--- config.mk ---
export PLATFORM = sky130hd
export DESIGN_NAME = rdcs_cell
export DESIGN_NICKNAME = d
export VERILOG_FILES = /design/src/rtl/rdcs_pkg.sv /design/src/rtl/rdcs_cell.sv
export SDC_FILE = /design/constraint.sdc
export NUM_CORES = 1
export LEC_CHECK = 0
export ABC_AREA = 1
export BUFFER_PORTS_ARGS = -buffer_cell sky130_fd_sc_hd__buf_4
export CAP_MARGIN = 20
export CORE_MARGIN = 8
export CORE_UTILIZATION = 52
export CTS_CLUSTER_SIZE = 40
export DETAILED_ROUTE_END_ITERATION = 7
export GPL_ROUTABILITY_DRIVEN = 0
export PLACE_DENSITY = 0.89
export SYNTH_ARGS = -nofsm -noshare
export SYNTH_HDL_FRONTEND = slang
export SYNTH_SLANG_ARGS = --single-unit
--- constraint.sdc ---
create_clock -name clock -period 17.25 [get_ports clock]
set_input_delay 1.725 -clock clock [delete_from_list [all_inputs] [get_ports clock]]
set_output_delay 1.725 -clock clock [all_outputs]
set_load 0.01 [all_outputs]
--- src/rtl/rdcs_pkg.sv ---
// ----------------------------------------------------------------------------
// rdcs_pkg: shared types and constants for the ray column setup
// Holds the fixed field widths and the record that moves through the
// reciprocal cell chain.
// ----------------------------------------------------------------------------
package rdcs_pkg;

   localparam int RayWidth  = 19;
   localparam int MagWidth  = 19;
   localparam int RemWidth  = 19;
   localparam int QuoWidth  = 33;
   localparam int DistWidth = 32;
   localparam int CellCount = 33;

   localparam logic [2:0] CsrPositionX = 3'd0;
   localparam logic [2:0] CsrPositionY = 3'd1;
   localparam logic [2:0] CsrFacingX   = 3'd2;
   localparam logic [2:0] CsrFacingY   = 3'd3;
   localparam logic [2:0] CsrPlaneX    = 3'd4;
   localparam logic [2:0] CsrPlaneY    = 3'd5;

   typedef struct packed {
      logic                        valid;
      logic signed [RayWidth-1:0]  ray_x;
      logic signed [RayWidth-1:0]  ray_y;
      logic [MagWidth-1:0]         mag_x;
      logic [MagWidth-1:0]         mag_y;
      logic [RemWidth-1:0]         rem_x;
      logic [RemWidth-1:0]         rem_y;
      logic [QuoWidth-1:0]         quo_x;
      logic [QuoWidth-1:0]         quo_y;
   } cell_type;

endpackage

--- src/rtl/rdcs_cell.sv ---
// ----------------------------------------------------------------------------
// rdcs_cell: one restoring division step for both ray axes
// Shifts in one dividend bit, subtracts the magnitude when it fits and
// hands the record to the next cell.
// ----------------------------------------------------------------------------
module rdcs_cell (
   input  logic               clock,
   input  logic               reset,
   input  logic               advance,
   input  logic               dividend_bit,
   input  rdcs_pkg::cell_type cell_in,
   output rdcs_pkg::cell_type cell_out
);

   rdcs_pkg::cell_type         out_ff;
   rdcs_pkg::cell_type         out_in;
   logic [rdcs_pkg::RemWidth:0] trial_x;
   logic [rdcs_pkg::RemWidth:0] trial_y;
   logic                        fits_x;
   logic                        fits_y;

   always_comb begin
      trial_x = {cell_in.rem_x, dividend_bit};
      trial_y = {cell_in.rem_y, dividend_bit};
      fits_x  = trial_x >= {1'b0, cell_in.mag_x};
      fits_y  = trial_y >= {1'b0, cell_in.mag_y};
      out_in  = cell_in;
      out_in.rem_x = fits_x ? rdcs_pkg::RemWidth'(trial_x - {1'b0, cell_in.mag_x})
                            : rdcs_pkg::RemWidth'(trial_x);
      out_in.rem_y = fits_y ? rdcs_pkg::RemWidth'(trial_y - {1'b0, cell_in.mag_y})
                            : rdcs_pkg::RemWidth'(trial_y);
      out_in.quo_x = {cell_in.quo_x[rdcs_pkg::QuoWidth-2:0], fits_x};
      out_in.quo_y = {cell_in.quo_y[rdcs_pkg::QuoWidth-2:0], fits_y};
   end

   always_ff @(posedge clock) begin
      if (reset) begin
         out_ff.valid <= 1'b0;
      end else if (advance) begin
         out_ff <= out_in;
      end
   end

   assign cell_out = out_ff;

endmodule

; ---- After elaboration in Yosys (flattened, before gate mapping)
; Index checks and enable logic that the tools add are counted.
[op_classes]
muxes = 2
reduce_logical = 1
bitwise_logic = 1
add_sub_neg = 2
magnitude_cmp = 2
[op_table]
columns = operator, n
row1 = $ge A20 B19 Y1, 2
row2 = $mux W19, 2
row3 = $sub A19 B19 Y19, 2
row4 = $reduce_and A2 Y1, 1
row5 = $not A1 Y1, 1
[totals]
input_bits = 185
output_inout_bits = 181
register_bits = 181
word_cells = 17

; ---- Longest topological paths before layout
[depth]
word_depth = 2
ltp_mapped = 14
depth_no_buf = 13

; ---- Worst setup path after synthesis
; OpenSTA, ideal clock, no wires.
[synth_path]
kind = input port to flip-flop
from = input port advance
to = register out_ff (netlist bit cell_out[0]) (enable)
path_stages = 2
required_ps = 16522
arrival_ps = 9326
path_buffers = 0
path_slack_ps = 7195
path_cell_list = inv_1 > nor2_1
[synth_via]
elab_chain_cells = 1
[synth_rtl]
columns = element, line
row1 = start: declaration, rdcs_cell.sv:9  ; input logic advance,
row2 = $reduce_and A2 Y1 (no source line), -
row3 = end signal: assignment, rdcs_cell.sv:40  ; out_ff <= out_in;
row4 = end: declaration, rdcs_cell.sv:15  ; rdcs_pkg::cell_type out_ff;
; Every way passes these cells.
; A chain may end at the register's enable or synchronous reset.

==> metrics.txt <==
CTS tree=yes; starting density of the core=53.2%; Logic pwr share=19.8%; Clock Skew=0 ps; fin crit period=3760 ps; First DRT Iteration DRCs=647; Worst-path clk slew=80 ps; CP Max Fanout=23; P_int=0.000831 W; layout cells sized above 1=34.3%; Reg power frac=46.6%; Avg Inst Size Synth=10.6 µm²; CTS Root Cell=clkbuf_16; warnings from Yosys=0; fmax=266 MHz; Post-synth EDFFs=180; Routed WL per cell=20.4 µm; CTS buffer count=17; Worst Setup End Kind=register; H-Tree Depth=4; Filler cells=1053; Final Util=75.5%; switching power total=0.000317 W; Async SR Flop Fraction=0%; Pleak=5.73 nW; clock latency at the later pin of the worst-skew pair=420 ps; CTS Hold Bufs=0; n_diodes=0; Pwr Total=0.00115 W; post-synthesis net count=1022; grt ovf=0; Vert. Die Dim=143 µm; CP arrival=3930 ps; dpl hpwl=22400 µm; area of the multi-input gates=2510 µm²; Setup violations, final=0; fin. max-slew vios=0; register area=5430 µm²; worst min-delay path class=register to register; crit share post-route=21.8%; worst slew pin tran=995 ps; Fin Setup TNS=0 ps; Avg Vias per Cell=5.17; Clock Sinks=181; Top FF cell, synth=edfxtp_1; Crit Path Class=input pin to register; Slew headroom=33.5%; Syn Inst Count=797; first-pass GRT wire length=41200 µm; startpoint types=input pin; RSZ-0062 raised after global routing=no; Final Hold Vio Count=0; area delta synth->final=41.9%; number of flip-flops in the largest register=181; CTS max path bufs=2; Netlist cell types=24; Mapped Area=8450 µm²; # resized after CTS=0; CORE AREA=15900 µm²; sw frac=27.6%; Clock power frac=33.6%; Worst VDD drop=0.0000666 V; MaxCap Viol Count=0; vias after detailed routing=7254; drt pass-1 iters=6; IO Pins=366; power density cells=95.8 nW/µm²; post-CTS setup buffer count=0; initial antenna violation count=0; outcome=finished clean; die width=143 µm; DRT Wirelength=28700 µm; Total Die Area=20600 µm²; num rows=46; PortBufs=363; Tot GR Track Use=27.0%; synthesized flop and latch total=181; Critical Path RT=17420 ps; DRC=0; sequential fraction of the synthesis area=64.2%; final net count=1400; largest net degree at the start of global routing=78; number of global-route vias before repair=7152; DRT antenna net count=0
## Yosys cell counts (2+ instances only)
library cell  instances  area share [%]
nand2_1             266              12
edfxtp_1            180              64
inv_1               119             5.3
nor2_1               51             2.3
nand3_1              41             2.4
ha_1                 38             5.6
a21oi_1              24             1.4
xor2_1               14             1.5
nand3b_1             10            0.89
nor3_1                9            0.53
o21ai_1               7            0.41
xnor2_1               6            0.62
buf_6                 5            0.67
o21ai_0               5            0.30
and2_1                4            0.30
nand2_2               3            0.22
nor2_2                3            0.22
o21bai_1              3            0.27
fa_1                  2            0.47
inv_4                 2            0.15
nand2_4               2            0.27
## power by group through the flow
stage	Clock (W)	Sequential (W)	Combinational, W
2_1_floorplan	0	0.000565	0.0000921
3_3_place_gp	0	0.000541	0.000215
3_5_place_dp	0	0.000544	0.000223
4_1_cts	0.000388	0.000535	0.000226
5_1_grt	0.000405	0.000538	0.000245
6_report	0.000386	0.000535	0.000227
## through the flow
stage               std cells  hold slack (ps)  instance area, µm²  worst slack [ps]
floorplan                 797              477                8450              7200
global placement         1372              447               11400             13180
detailed placement       1372              470               11400             13120
CTS                      1404              480               12000             13560
global route             1404              516               12000             13410
finish                   1404              486               12000             13490
## kinds of logic (layout without fill, tap and decap cells)
group,Yosys count,after routing,share of synthesized area [%]
AO/OA/AOI/OAI,40,40,2.49
XOR/XNOR,20,20,2.07
adder cells (fa/ha/maj),40,40,6.10
buffers and inverters,127,518,6.19
flip-flops,181,181,64.2
AND/OR/NAND/NOR,389,389,18.9
## final timing paths
check / from / to / slack, ps / cells past startpoint
max reg2reg: cell_out[180] / cell_out[180] / 16650 / 2
min: cell_out[180] / cell_out[180] / 490 / 2
min reg2reg: cell_out[180] / cell_out[180] / 490 / 2
max: dividend_bit / cell_out[94] / 13490 / 13
## worst max-delay path, stage by stage
cell      delay [ps]
buf_4             80
inv_1            100
ha_1             270
fa_1             430
nand3b_1         220
nand2_2          130
nand3_1           70
nand3_1          130
nand2_1          110
nand2_4          250
inv_4            170
nand2_1          120
nand2_1          100
## area by class of cell
| type | count | area share, % |
|---|---|---|
| tap | 216 | 2.25 |
| sequential | 181 | 45.3 |
| timing repair buffer | 365 | 22.9 |
| inverter | 121 | 3.83 |
| clock inverter | 15 | 1.34 |
| clock buffer | 17 | 3.55 |
| multi-input combinational | 489 | 20.9 |
## layer usage
layer / GRT usage, % / part of all wire (%)
met2: 49.8 / 53
met5: 0 / 0
met3: 8.10 / 11
met4: 10.3 / 2.9
met1: 28.2 / 33
## layout by cell type, fill, tap and decap left out, types with 2 or more instances in the layout
cell type	Yosys	final
buf_4	1	365
nand2_1	266	266
edfxtp_1	180	180
inv_1	119	119
nor2_1	51	50
nand3_1	41	41
ha_1	38	38
a21oi_1	24	24
clkbuf_16	0	17
xor2_1	14	14
nand3b_1	10	10
nor3_1	9	9
o21ai_1	7	7
xnor2_1	6	6
o21ai_0	5	5
inv_8	0	5
and2_1	4	4
nor2_2	3	3
nand2_2	3	3
o21bai_1	3	3
clkinv_4	0	3
nand2_4	2	2
inv_4	2	2
fa_1	2	2
inv_6	0	2
clkinv_2	0	2
(Power assumes the default switching activity.)
